File: src/rtl/svs_pkg.sv
// Shared types, constants and register indexes for the supply voltage supervisor.
`timescale 1ns / 1ps

package svs_pkg;

  // Field widths of the input and result beats.
  localparam int SUM_W      = 18;
  localparam int BAT_V_W    = 11;
  localparam int MAINS_V_W  = 12;

  // Configuration port.
  localparam int CFG_IDX_W  = 3;
  localparam int CFG_DATA_W = 12;
  localparam int SAMPLES_W  = 7;

  // The divider takes the effective sample count as its divisor.
  localparam int DIVISOR_W  = 7;

  // Default values of the top level parameters.
  localparam int MAX_SAMPLES_DEF     = 64;
  localparam int SHORT_DEBOUNCE_DEF  = 5;
  localparam int WINDOW_DEBOUNCE_DEF = 10;
  localparam int ADC_BITS_DEF        = 12;

  // Scaling to 0.01 V units.
  localparam int BAT_MUL     = 33;
  localparam int BAT_SHIFT   = 7;
  localparam int MAINS_MUL   = 121;
  localparam int MAINS_DIV   = 125;
  localparam int MAINS_OFS   = 27;
  localparam int MAINS_MIN   = 500;

  // Division by MAINS_DIV is a multiplication by its rounded-up reciprocal.
  // It is exact for every product of a 16-bit average and MAINS_MUL.
  localparam int RECIP_W           = 24;
  localparam int MAINS_RECIP       = 8589935;
  localparam int MAINS_RECIP_SHIFT = 30;

  // Register indexes.
  localparam logic [CFG_IDX_W-1:0] CFG_SAMPLES      = 3'd0;
  localparam logic [CFG_IDX_W-1:0] CFG_BAT_LOW      = 3'd1;
  localparam logic [CFG_IDX_W-1:0] CFG_WIN_UPPER    = 3'd2;
  localparam logic [CFG_IDX_W-1:0] CFG_WIN_LOWER    = 3'd3;
  localparam logic [CFG_IDX_W-1:0] CFG_MAINS_PRES   = 3'd4;
  localparam logic [CFG_IDX_W-1:0] CFG_CHARGE_STOP  = 3'd5;
  localparam logic [CFG_IDX_W-1:0] CFG_CHARGE_START = 3'd6;

  // Register reset values.
  localparam logic [SAMPLES_W-1:0] RST_SAMPLES      = 7'd16;
  localparam logic [BAT_V_W-1:0]   RST_BAT_LOW      = 11'd350;
  localparam logic [MAINS_V_W-1:0] RST_WIN_UPPER    = 12'd2200;
  localparam logic [MAINS_V_W-1:0] RST_WIN_LOWER    = 12'd1700;
  localparam logic [MAINS_V_W-1:0] RST_MAINS_PRES   = 12'd700;
  localparam logic [BAT_V_W-1:0]   RST_CHARGE_STOP  = 11'd415;
  localparam logic [BAT_V_W-1:0]   RST_CHARGE_START = 11'd400;

  typedef struct packed {
    logic [SUM_W-1:0] battery_sum;
    logic [SUM_W-1:0] mains_sum;
    logic             system_working;
  } svs_in_t;

  typedef struct packed {
    logic [BAT_V_W-1:0]   battery_voltage;
    logic [MAINS_V_W-1:0] mains_voltage;
    logic                 battery_low;
    logic                 mains_low;
    logic                 on_battery;
    logic                 charging;
  } svs_out_t;

  typedef struct packed {
    logic [SAMPLES_W-1:0] samples_per_average;
    logic [BAT_V_W-1:0]   battery_low_level;
    logic [MAINS_V_W-1:0] mains_window_upper;
    logic [MAINS_V_W-1:0] mains_window_lower;
    logic [MAINS_V_W-1:0] mains_present_level;
    logic [BAT_V_W-1:0]   charge_stop_level;
    logic [BAT_V_W-1:0]   charge_start_level;
  } svs_cfg_t;

  typedef struct packed {
    logic battery_low;
    logic mains_low;
    logic on_battery;
    logic charging;
  } svs_flags_t;

  typedef enum logic [2:0] {
    S_IDLE,
    S_BAT_DIV,
    S_MAINS_DIV,
    S_SCALE,
    S_UPDATE,
    S_LOAD
  } svs_state_t;

endpackage

File: src/rtl/svs_div.sv
// Shared restoring divider that produces one quotient bit per cycle.
`timescale 1ns / 1ps

module svs_div
  import svs_pkg::*;
#(
  parameter int DIV_W = 19
) (
  input  logic                 clk,
  input  logic                 rst,
  input  logic                 start,
  input  logic [DIV_W-1:0]     dividend,
  input  logic [DIVISOR_W-1:0] divisor,
  output logic [DIV_W-1:0]     quotient,
  output logic                 done
);

  localparam int CNT_W = $clog2(DIV_W + 1);

  logic [DIV_W-1:0]     work;
  logic [DIVISOR_W-1:0] rem;
  logic [DIVISOR_W-1:0] dsr;
  logic [CNT_W-1:0]     cnt;
  logic                 busy;
  logic [DIVISOR_W:0]   trial;
  logic                 qbit;
  logic [DIVISOR_W:0]   trial_sub;

  // The dividend shifts out at the top while quotient bits shift in at the bottom.
  always_comb begin
    trial     = {rem, work[DIV_W-1]};
    qbit      = (trial >= {1'b0, dsr});
    trial_sub = trial - {1'b0, dsr};
  end

  always_ff @(posedge clk) begin
    if (rst) begin
      busy <= 1'b0;
      done <= 1'b0;
      cnt  <= '0;
    end else begin
      done <= 1'b0;
      if (start) begin
        busy <= 1'b1;
        cnt  <= CNT_W'(DIV_W);
      end else if (busy) begin
        cnt <= cnt - CNT_W'(1);
        if (cnt == CNT_W'(1)) begin
          busy <= 1'b0;
          done <= 1'b1;
        end
      end
    end
  end

  always_ff @(posedge clk) begin
    if (start) begin
      work <= dividend;
      dsr  <= divisor;
      rem  <= '0;
    end else if (busy) begin
      work <= {work[DIV_W-2:0], qbit};
      rem  <= qbit ? trial_sub[DIVISOR_W-1:0] : trial[DIVISOR_W-1:0];
    end
  end

  assign quotient = work;

endmodule

File: src/rtl/svs_status.sv
// Debounce counters, status flags and charger hysteresis.
`timescale 1ns / 1ps

module svs_status
  import svs_pkg::*;
#(
  parameter int SHORT_DEBOUNCE  = SHORT_DEBOUNCE_DEF,
  parameter int WINDOW_DEBOUNCE = WINDOW_DEBOUNCE_DEF
) (
  input  logic                 clk,
  input  logic                 rst,
  input  logic                 update,
  input  logic [BAT_V_W-1:0]   vbat,
  input  logic [MAINS_V_W-1:0] vraw,
  input  logic                 working,
  input  svs_cfg_t             cfg,
  output svs_flags_t           flags
);

  // Each counter stops at its limit plus one.
  localparam int SHORT_W = $clog2(SHORT_DEBOUNCE + 2);
  localparam int WIN_W   = $clog2(WINDOW_DEBOUNCE + 2);

  logic [SHORT_W-1:0] bat_low_count, bat_low_count_next;
  logic [SHORT_W-1:0] bat_ok_count, bat_ok_count_next;
  logic [WIN_W-1:0]   mains_low_count, mains_low_count_next;
  logic [SHORT_W-1:0] mains_ok_count, mains_ok_count_next;
  logic [SHORT_W-1:0] mains_on_count, mains_on_count_next;
  logic [SHORT_W-1:0] mains_off_count, mains_off_count_next;
  svs_flags_t         flags_next;

  always_comb begin
    bat_low_count_next   = bat_low_count;
    bat_ok_count_next    = bat_ok_count;
    mains_low_count_next = mains_low_count;
    mains_ok_count_next  = mains_ok_count;
    mains_on_count_next  = mains_on_count;
    mains_off_count_next = mains_off_count;
    flags_next           = flags;

    if (vbat < cfg.battery_low_level) begin
      bat_ok_count_next = '0;
      if (bat_low_count > SHORT_W'(SHORT_DEBOUNCE)) flags_next.battery_low = 1'b1;
      else bat_low_count_next = bat_low_count + SHORT_W'(1);
    end else begin
      bat_low_count_next = '0;
      if (bat_ok_count > SHORT_W'(SHORT_DEBOUNCE)) flags_next.battery_low = 1'b0;
      else bat_ok_count_next = bat_ok_count + SHORT_W'(1);
    end

    if ((vraw < cfg.mains_window_upper) && (vraw > cfg.mains_window_lower)) begin
      mains_ok_count_next = '0;
      if (mains_low_count > WIN_W'(WINDOW_DEBOUNCE)) flags_next.mains_low = 1'b1;
      else mains_low_count_next = mains_low_count + WIN_W'(1);
    end else begin
      mains_low_count_next = '0;
      if (mains_ok_count > SHORT_W'(SHORT_DEBOUNCE)) flags_next.mains_low = 1'b0;
      else mains_ok_count_next = mains_ok_count + SHORT_W'(1);
    end

    if (vraw > cfg.mains_present_level) begin
      mains_off_count_next = '0;
      if (mains_on_count > SHORT_W'(SHORT_DEBOUNCE)) flags_next.on_battery = 1'b0;
      else mains_on_count_next = mains_on_count + SHORT_W'(1);
    end else begin
      mains_on_count_next = '0;
      if (mains_off_count > SHORT_W'(SHORT_DEBOUNCE)) flags_next.on_battery = 1'b1;
      else mains_off_count_next = mains_off_count + SHORT_W'(1);
    end

    // The charger decision sees the supply flag as updated in this beat.
    if (working && !flags_next.on_battery) begin
      if (vbat > cfg.charge_stop_level) flags_next.charging = 1'b0;
      else if (vbat < cfg.charge_start_level) flags_next.charging = 1'b1;
    end else begin
      flags_next.charging = 1'b0;
    end
  end

  always_ff @(posedge clk) begin
    if (rst) begin
      bat_low_count   <= '0;
      bat_ok_count    <= '0;
      mains_low_count <= '0;
      mains_ok_count  <= '0;
      mains_on_count  <= '0;
      mains_off_count <= '0;
      flags           <= '0;
    end else if (update) begin
      bat_low_count   <= bat_low_count_next;
      bat_ok_count    <= bat_ok_count_next;
      mains_low_count <= mains_low_count_next;
      mains_ok_count  <= mains_ok_count_next;
      mains_on_count  <= mains_on_count_next;
      mains_off_count <= mains_off_count_next;
      flags           <= flags_next;
    end
  end

endmodule

File: src/rtl/supply_voltage_supervisor_top.sv
// Top level of the supply voltage supervisor: registers, sequencer and result register.
//
//   Channel  Signals                                   Direction
//   input    in_valid, in_ready, in_data (svs_in_t)    sink, one beat per second tick
//   output   out_valid, out_ready, out_data (svs_out_t) source, one beat per input beat
//   config   cfg_wr_en, cfg_wr_index, cfg_wr_data      write only, taken every cycle
//
// One input beat runs through the shared one-bit-per-cycle divider, which works out the
// two averages one after another; the mains scaling is a reciprocal multiplication in
// a state of its own. in_ready is high only while the sequencer is idle.
// A finished result waits in the output register; the next beat is accepted while it waits.
// Reset clears the debounce counters and flags and loads the register reset values.
`timescale 1ns / 1ps

module supply_voltage_supervisor_top
  import svs_pkg::*;
#(
  parameter int MAX_SAMPLES     = MAX_SAMPLES_DEF,
  parameter int SHORT_DEBOUNCE  = SHORT_DEBOUNCE_DEF,
  parameter int WINDOW_DEBOUNCE = WINDOW_DEBOUNCE_DEF,
  parameter int ADC_BITS        = ADC_BITS_DEF
) (
  input  logic                  clk,
  input  logic                  rst,
  input  logic                  in_valid,
  output logic                  in_ready,
  input  svs_in_t               in_data,
  output logic                  out_valid,
  input  logic                  out_ready,
  output svs_out_t              out_data,
  input  logic                  cfg_wr_en,
  input  logic [CFG_IDX_W-1:0]  cfg_wr_index,
  input  logic [CFG_DATA_W-1:0] cfg_wr_data
);

  localparam int PROD_W   = ADC_BITS + 7;
  localparam int DIV_W    = SUM_W;
  localparam int BAT_P_W  = ADC_BITS + 6;
  localparam int SCALE_W  = PROD_W + RECIP_W;
  localparam logic [DIV_W-1:0] AVG_MAX = DIV_W'((1 << ADC_BITS) - 1);

  svs_state_t            state, state_next;
  svs_cfg_t              cfg;
  svs_flags_t            flags;
  logic [SUM_W-1:0]      mains_sum;
  logic                  working;
  logic [BAT_V_W-1:0]    vbat;
  logic [MAINS_V_W-1:0]  vraw;

  logic                  div_start;
  logic [DIV_W-1:0]      div_dividend;
  logic [DIVISOR_W-1:0]  div_divisor;
  logic [DIV_W-1:0]      div_quot;
  logic                  div_done;

  logic [DIVISOR_W-1:0]  n_eff;
  logic [ADC_BITS-1:0]   avg_sat;
  logic [BAT_P_W-1:0]    bat_prod;
  logic [PROD_W-1:0]     mains_prod;
  logic [PROD_W-1:0]     mains_product;
  logic [SCALE_W-1:0]    scale_prod;
  logic [MAINS_V_W-1:0]  vraw_sum;
  logic                  status_upd;
  logic                  out_load;

  // Configuration registers.
  always_ff @(posedge clk) begin
    if (rst) begin
      cfg.samples_per_average <= RST_SAMPLES;
      cfg.battery_low_level   <= RST_BAT_LOW;
      cfg.mains_window_upper  <= RST_WIN_UPPER;
      cfg.mains_window_lower  <= RST_WIN_LOWER;
      cfg.mains_present_level <= RST_MAINS_PRES;
      cfg.charge_stop_level   <= RST_CHARGE_STOP;
      cfg.charge_start_level  <= RST_CHARGE_START;
    end else if (cfg_wr_en) begin
      unique case (cfg_wr_index)
        CFG_SAMPLES:      cfg.samples_per_average <= cfg_wr_data[SAMPLES_W-1:0];
        CFG_BAT_LOW:      cfg.battery_low_level   <= cfg_wr_data[BAT_V_W-1:0];
        CFG_WIN_UPPER:    cfg.mains_window_upper  <= cfg_wr_data[MAINS_V_W-1:0];
        CFG_WIN_LOWER:    cfg.mains_window_lower  <= cfg_wr_data[MAINS_V_W-1:0];
        CFG_MAINS_PRES:   cfg.mains_present_level <= cfg_wr_data[MAINS_V_W-1:0];
        CFG_CHARGE_STOP:  cfg.charge_stop_level   <= cfg_wr_data[BAT_V_W-1:0];
        CFG_CHARGE_START: cfg.charge_start_level  <= cfg_wr_data[BAT_V_W-1:0];
        default: ;
      endcase
    end
  end

  // A sample count of zero acts as one; counts above the maximum are clamped.
  always_comb begin
    if (cfg.samples_per_average == '0) n_eff = DIVISOR_W'(1);
    else if (int'(cfg.samples_per_average) > MAX_SAMPLES) n_eff = DIVISOR_W'(MAX_SAMPLES);
    else n_eff = cfg.samples_per_average;
  end

  always_comb begin
    avg_sat    = (div_quot > AVG_MAX) ? AVG_MAX[ADC_BITS-1:0] : div_quot[ADC_BITS-1:0];
    bat_prod   = BAT_P_W'(avg_sat) * BAT_P_W'(BAT_MUL);
    mains_prod = PROD_W'(avg_sat) * PROD_W'(MAINS_MUL);
    scale_prod = SCALE_W'(mains_product) * SCALE_W'(MAINS_RECIP);
    vraw_sum   = MAINS_V_W'(scale_prod >> MAINS_RECIP_SHIFT) + MAINS_V_W'(MAINS_OFS);
  end

  // Sequencer: next state.
  always_comb begin
    state_next = state;
    unique case (state)
      S_IDLE:      if (in_valid) state_next = S_BAT_DIV;
      S_BAT_DIV:   if (div_done) state_next = S_MAINS_DIV;
      S_MAINS_DIV: if (div_done) state_next = S_SCALE;
      S_SCALE:     state_next = S_UPDATE;
      S_UPDATE:    state_next = S_LOAD;
      S_LOAD:      if (!out_valid || out_ready) state_next = S_IDLE;
      default:     state_next = S_IDLE;
    endcase
  end

  // Sequencer: outputs.
  always_comb begin
    in_ready     = 1'b0;
    div_start    = 1'b0;
    div_dividend = DIV_W'(in_data.battery_sum);
    div_divisor  = n_eff;
    status_upd   = 1'b0;
    out_load     = 1'b0;
    unique case (state)
      S_IDLE: begin
        in_ready  = 1'b1;
        div_start = in_valid;
      end
      S_BAT_DIV: begin
        div_start    = div_done;
        div_dividend = DIV_W'(mains_sum);
      end
      S_MAINS_DIV, S_SCALE: ;
      S_UPDATE:    status_upd = 1'b1;
      S_LOAD:      out_load = !out_valid || out_ready;
      default: ;
    endcase
  end

  always_ff @(posedge clk) begin
    if (rst) state <= S_IDLE;
    else state <= state_next;
  end

  // Working values captured along the sequence.
  always_ff @(posedge clk) begin
    if (state == S_IDLE && in_valid) begin
      mains_sum <= in_data.mains_sum;
      working   <= in_data.system_working;
    end
    if (state == S_BAT_DIV && div_done) begin
      vbat <= BAT_V_W'(bat_prod >> BAT_SHIFT);
    end
    if (state == S_MAINS_DIV && div_done) begin
      mains_product <= mains_prod;
    end
    if (state == S_SCALE) begin
      vraw <= (vraw_sum < MAINS_V_W'(MAINS_MIN)) ? '0 : vraw_sum;
    end
  end

  svs_div #(
    .DIV_W(DIV_W)
  ) u_div (
    .clk      (clk),
    .rst      (rst),
    .start    (div_start),
    .dividend (div_dividend),
    .divisor  (div_divisor),
    .quotient (div_quot),
    .done     (div_done)
  );

  svs_status #(
    .SHORT_DEBOUNCE  (SHORT_DEBOUNCE),
    .WINDOW_DEBOUNCE (WINDOW_DEBOUNCE)
  ) u_status (
    .clk     (clk),
    .rst     (rst),
    .update  (status_upd),
    .vbat    (vbat),
    .vraw    (vraw),
    .working (working),
    .cfg     (cfg),
    .flags   (flags)
  );

  // Result register; it holds a beat until the sink takes it.
  always_ff @(posedge clk) begin
    if (rst) begin
      out_valid <= 1'b0;
    end else if (out_load) begin
      out_valid <= 1'b1;
    end else if (out_ready) begin
      out_valid <= 1'b0;
    end
  end

  always_ff @(posedge clk) begin
    if (out_load) begin
      out_data.battery_voltage <= vbat;
      out_data.mains_voltage   <= vraw;
      out_data.battery_low     <= flags.battery_low;
      out_data.mains_low       <= flags.mains_low;
      out_data.on_battery      <= flags.on_battery;
      out_data.charging        <= flags.charging;
    end
  end

endmodule

File: config.mk
export PLATFORM = sky130hd
export DESIGN_NAME = supply_voltage_supervisor_top
export DESIGN_NICKNAME = d
export VERILOG_FILES = /design/src/rtl/svs_pkg.sv /design/src/rtl/svs_div.sv /design/src/rtl/svs_status.sv /design/src/rtl/supply_voltage_supervisor_top.sv
export SDC_FILE = /design/constraint.sdc
export NUM_CORES = 1
export LEC_CHECK = 0
export BUFFER_PORTS_ARGS = -buffer_cell sky130_fd_sc_hd__buf_2
export CORE_ASPECT_RATIO = 1.25
export CORE_MARGIN = 10
export CORE_UTILIZATION = 35
export CTS_CLUSTER_SIZE = 10
export DETAILED_ROUTE_END_ITERATION = 10
export GPL_TIMING_DRIVEN = 0
export SLEW_MARGIN = 20
export SYNTH_ARGS = -nofsm -noshare
export SYNTH_HDL_FRONTEND = slang
export SYNTH_SLANG_ARGS = --single-unit
File: constraint.sdc
create_clock -name clk -period 9.11 [get_ports clk]
set_clock_uncertainty 0.2 [all_clocks]
set_input_delay 0.911 -clock clk [delete_from_list [all_inputs] [get_ports clk]]
set_output_delay 0.911 -clock clk [all_outputs]
set_load 0.05 [all_outputs]
Word-level counts from Yosys, hierarchy flattened:

Cells that the tools add are included.

* register bits: 230
* input port bits: 57
* logic and storage cells: 174

* $add $sub $neg: 9
* multipliers: 3
* magnitude comparators: 16
* eq/ne operators: 25
* mux-type cells: 47
* bitwise gates (word level): 1
* reduce and logical (&&, ||, !) cells: 35

Operator list (count)
* 18-bit two-way mux: 3
* 19-bit by 24-bit multiplier with 42-bit output, second input constant: 1
* 3-bit two-way mux: 14
* 2-bit AND reduction: 14
* 12-bit greater-than comparator: 2
* 11-bit less-than comparator: 2
* 1-bit two-way mux: 21
* 12-bit by 7-bit multiplier with 19-bit output, second input constant: 1
* 18-bit by 12-bit greater-than comparator with 1-bit output, second input constant: 1
* 12-bit by 6-bit multiplier with 18-bit output, second input constant: 1
* 3-bit one-hot mux with 6 select lines: 1
* 3-bit by 1-bit adder with 3-bit output, second input constant: 5
* 3-bit equality test, second input constant: 5
* 3-bit greater-than comparator, second input constant: 5
* 7-bit two-way mux: 2
* 2-bit != test, second input constant: 7
* 12-bit by 5-bit adder with 12-bit output, second input constant: 1
* 3-bit by 2-bit equality test with 1-bit output, second input constant: 4
* 12-bit less-than comparator: 1
* 12-bit by 9-bit less-than comparator with 1-bit output, second input constant: 1
* 12-bit two-way mux: 1
* 11-bit greater-than comparator: 1
* 5-bit two-way mux: 2
* 2-bit by 1-bit != test with 1-bit output, second input constant: 5
* other kinds (22): 35

Logic depth before layout (Yosys ltp):

* word-level depth: 7
* depth in mapped cells: 29
* gate-level depth less buffers: 29

Cells and area by module:

A second synthesis with hierarchy kept.

* cells, all modules: 2086
* area total of the unflattened synthesis: 20343.3 µm²

By module, submodules not included
* supply_voltage_supervisor_top: times used 1, cells each 1523, area each 15279.7 µm², sequential area each 4244.1 µm²
* svs_status: times used 1, cells each 389, area each 3027.9 µm², sequential area each 460.4 µm²
* svs_div: times used 1, cells each 174, area each 2035.7 µm², sequential area each 1031.0 µm²

Worst setup path after synthesis:

Ideal clock, no wire load.

* kind: reg2reg
* from: register mains_product[16]
* to: register vraw[3] (data pin)
* arrival time: 7382 ps
* data required time: 8642 ps
* slack: 1259 ps
* stages on the path, launching flop included: 24
* buffers on the path: 1
* period minus slack after synthesis: 7851 ps
* path through: edfxtp_1 -> fa_1 -> inv_1 -> fa_1 -> inv_1 -> fa_1 -> fa_1 -> fa_1 -> inv_1 -> fa_1 -> inv_1 -> ha_1 -> nand3_1 -> or4_1 -> or2_0 -> o2111a_1 -> nor2_1 -> mux2i_1 -> and4b_1 -> clkbuf_1 -> a31oi_1 -> or4b_4 -> a221oi_4 -> nor2_1

* word-level cells in the longest chain between the ends: 3

Ends and longest elaborated chain
* start: declaration: RTL line supply_voltage_supervisor_top.sv:60 `logic [PROD_W-1:0] mains_product;`
* start signal: assignment: RTL line supply_voltage_supervisor_top.sv:158 `mains_product <= mains_prod;`
* 19-bit by 24-bit multiplier with 42-bit output *: RTL line supply_voltage_supervisor_top.sv:101 `scale_prod = SCALE_W'(mains_product) * SCALE_W'(MAINS_RECIP);`
* 12-bit by 5-bit adder with 12-bit output *: RTL line supply_voltage_supervisor_top.sv:102 `vraw_sum = MAINS_V_W'(scale_prod >> MAINS_RECIP_SHIFT) + MAINS_V_W'(MAINS_OFS);`
* 12-bit by 9-bit less-than comparator with 1-bit output: RTL line supply_voltage_supervisor_top.sv:161 `vraw <= (vraw_sum < MAINS_V_W'(MAINS_MIN)) ? '0 : vraw_sum;`
* end signal: assignment: RTL line supply_voltage_supervisor_top.sv:161
* end: declaration: RTL line supply_voltage_supervisor_top.sv:48 `logic [MAINS_V_W-1:0] vraw;`

Every way passes the cells marked *; elsewhere a longest branch is shown, timed or not.
A chain may end at the register's enable or synchronous reset.

Worst setup path after layout:

* from: register mains_product[14]
* to: register vraw[4] (data pin)

The elaborated chain is that of the path after synthesis.

==> flow_metrics.env <==
export IMPL_synth_area_top_cells="ha_1, edfxtp_1, fa_1"
export IMPL_grt_overflow_total=0
export IMPL_cts_root_buf="clkbuf_16"
export IMPL_arrival_ns=8.68
export IMPL_vias=14660
export IMPL_hp_class="reg2reg"
export IMPL_switchingPower_mw=0.6746
export IMPL_final_antenna_net_count=0
export IMPL_row_count=97
export IMPL_tightest_slew_ns=0.9640
export IMPL_die_height_um=285.7
export IMPL_drt_total_wl_um=49590
export IMPL_async_reset_ff_share_pct=0
export IMPL_swShare_pct=26.71
export IMPL_netlist_area_leader_share_pct=20.82
export IMPL_hold_viol_final=0
export IMPL_grt_pass1_wl_um=80760
export IMPL_period_needed_ns=8.598
export IMPL_fmax_ghz=0.1163
export IMPL_cp_max_fo=9
export IMPL_cts_sinks=230
export IMPL_cts_max_level=1
export IMPL_cts_max_path_buffers=3
export IMPL_grt_max_degree=22
export IMPL_firstDrtPassIters=5
export IMPL_cts_tree="done"
export IMPL_power_frac_clock_pct=39.0
export IMPL_core_um2=55950
export IMPL_mostFrequentLayoutCell="inv_1"
export IMPL_seq_area_frac_synth_pct=29.01
export IMPL_viasPerCell=5.011
export IMPL_finalSetupTns_ns=0
export IMPL_grt_setup_unrepaired="false"
export IMPL_clkTransAtPathRegs_ns=0.06
export IMPL_groute_usage_overall_pct=15.09
export IMPL_gp_routability_congestion=0.8764
export IMPL_final_cell_mix="inv_1, ha_1, nand2_1, fa_1, a21oi_1"
export IMPL_antenna_found_initial=0
export IMPL_antenna_cells=0
export IMPL_synth_edf_count=113
export IMPL_drt_first_iter_violations=710
export IMPL_grt_pass1_vias=15490
export IMPL_maxCapViolations=0
export IMPL_status="finished clean"
export IMPL_layout_nets=2705
export IMPL_power_frac_comb_pct=15.0
export IMPL_yosys_warnings=0
export IMPL_wl_per_cell_um=16.95
export IMPL_drv_slew=0
export IMPL_whs_ns=0.2334
export IMPL_cts_hold_buf=0
export IMPL_p_int_mw=1.851
export IMPL_yosys_register_bits=230
export IMPL_power_density_nw_per_um2=114.9
export IMPL_num_io_pins=86
export IMPL_synth_ff_type="dfxtp_1"
export IMPL_initial_core_util_pct=35.34
export IMPL_p_leak_nw=10.09
export IMPL_drcViolationCount=0
export IMPL_drive_above_1_share_pct=7.005
export IMPL_worstPathRequired_ns=9.19
export IMPL_finalCritPeriodShare_pct=94.38
export IMPL_die_area_um2=66460
export IMPL_pwr_share_seq_pct=46.0
export IMPL_startpoint_type="flip-flop"
export IMPL_fp_dieW_um=232.6
export IMPL_endpoint_kind="flip-flop"
export IMPL_port_buffers=82
export IMPL_clock_latency_ns=0.56
export IMPL_cts_made_buffers=27
export IMPL_synth_avg_cell_area_um2=9.665
export IMPL_ir_drop_v=0.0001422
export IMPL_yosys_area_top_type="ha_1"
export IMPL_setup_violations_final=0
export IMPL_yosysUniqueCellTypes=66
export IMPL_synthesis_nets=2584
export IMPL_crit_type="reg2reg"
export IMPL_area_growth_pct=11.19
export IMPL_synth_area_um2=19770
export IMPL_synthCells=2046
export IMPL_dp_hpwl_um=39650
export IMPL_relSlewSlack_pct=35.73
per-stage QoR:
step / cells / setup slack [ns] / util, % / power, mW / cell area (um2)
floorplan: 2046 / 1.259 / - / 1.457 / 19770
global placement: 2870 / 0.3093 / 37.74 / 1.550 / 21110
detailed placement: 2873 / 0.2909 / 37.82 / 1.562 / 21160
CTS: 2919 / 0.2236 / 39.20 / 2.552 / 21930
global route: 2926 / 0.08315 / 39.30 / 2.641 / 21990
finish: 2926 / 0.5117 / 39.30 / 2.526 / 21990
power groups by stage:
stage                     combinational, mW  clock [mW]  sequential (mW)
after floorplan                       0.282           0             1.18
after global placement                0.368           0             1.18
after detailed placement              0.379           0             1.18
after CTS                             0.382        1.01             1.16
after global routing                  0.431        1.04             1.17
final                                 0.378       0.986             1.16
state kept, by name (all words and copies together), names as in the netlist:
| name | count |
|---|---|
| u_div.quotient | 18 |
| mains_product | 19 |
| u_status.flags | 4 |
| u_status.mains_off_count | 3 |
| u_div.rem | 7 |
| u_status.mains_ok_count | 3 |
| vraw | 12 |
| mains_sum | 18 |
| cfg | 76 |
| state | 3 |
| out_data | 27 |
| working | 1 |
| u_status.mains_on_count | 3 |
| u_div.busy | 1 |
| u_status.mains_low_count | 4 |
| u_div.done | 1 |
| vbat | 11 |
| u_status.bat_low_count | 3 |
| u_div.dsr | 7 |
| u_div.cnt | 5 |
| u_status.bat_ok_count | 3 |
| out_valid | 1 |
synth_stat cells (7+ instances only):
library cell  count
nand3_1          29
o21ai_0          52
xor2_1           13
fa_1            152
mux2i_1          23
dfxtp_1         117
or2_2            16
xnor2_1          34
o21a_1           14
o211ai_1         45
a21o_1           44
nor3_1           33
nand4_1          17
nor2_1           76
nand2b_1         14
nand2_1         191
o21bai_1         17
a211oi_1         18
and3_1            7
inv_1           388
edfxtp_1        113
ha_1            329
clkbuf_1         41
nor2b_1          22
a21oi_1         126
cell families after synthesis:
family | Yosys count | share of synthesized area [%]
AOI/OAI and AO/OA | 378 | 12.44
xor gates and xnor gates | 47 | 2.082
adders and majority gates | 481 | 36.21
buffers and inverters | 436 | 8.289
DFF | 230 | 29.01
muxes | 23 | 1.164
and+or+nand+nor | 451 | 10.81
final cells by class:
cell class	instances	area [um2]
Fill cell	5487	33960
Multi-Input combinational cell	1380	12420
Sequential cell	230	5736
Inverter	388	1456
Tap cell	742	928.4
Clock buffer	43	735.7
Timing Repair Buffer	92	498.0
Buffer	48	182.7
Clock inverter	3	33.78
metal layers:
layer  global-route usage (%)  vias to the layer above  routed length [um]
met4                    5.786                        0                1802
li1                         -                     7146                   -
met2                    28.47                      254               26330
met3                    1.644                       87                1638
met1                    16.92                     7174               19830
met5                        0                        -                   0
repair_timing:
action | 4_1_cts | 5_1_grt
setup buffers | 0 | 7
gates resized for setup | 0 | 1
endpoints found under the setup margin | 0 | 9
path summary, 6_finish.rpt:
| kind | start | to | slack, ns | depth (start not counted) |
|---|---|---|---|---|
| setup / recovery | mains_product[14]$_DFFE_PP_ | vraw[4]$_SDFFCE_PN0N_ | 0.51 | 23 |
| hold / removal | u_status.flags[0]$_SDFFE_PP0P_ | out_data[0]$_DFFE_PP_ | 0.23 | 0 |
| setup reg to reg | mains_product[14]$_DFFE_PP_ | vraw[4]$_SDFFCE_PN0N_ | 0.51 | 23 |
| hold reg to reg | u_status.flags[0]$_SDFFE_PP0P_ | out_data[0]$_DFFE_PP_ | 0.23 | 0 |
worst max-delay path, stage by stage, from the launching register on:
cell and delay (ns):
edfxtp_1 0.57, ha_1 0.47, fa_1 0.57, inv_1 0.06, fa_1 0.53, inv_1 0.06
fa_1 0.54, fa_1 0.56, inv_1 0.06, fa_1 0.60, inv_1 0.06, ha_1 0.34
nand3_1 0.17, or4_1 0.57, or2_0 0.25, o2111a_1 0.28, nor2_1 0.26, mux2i_2 0.42
and4b_1 0.25, clkbuf_1 0.27, a31oi_1 0.13, or4b_4 0.52, a221oi_4 0.48, nor2_1 0.10
Power figures use the tool's default switching activity.
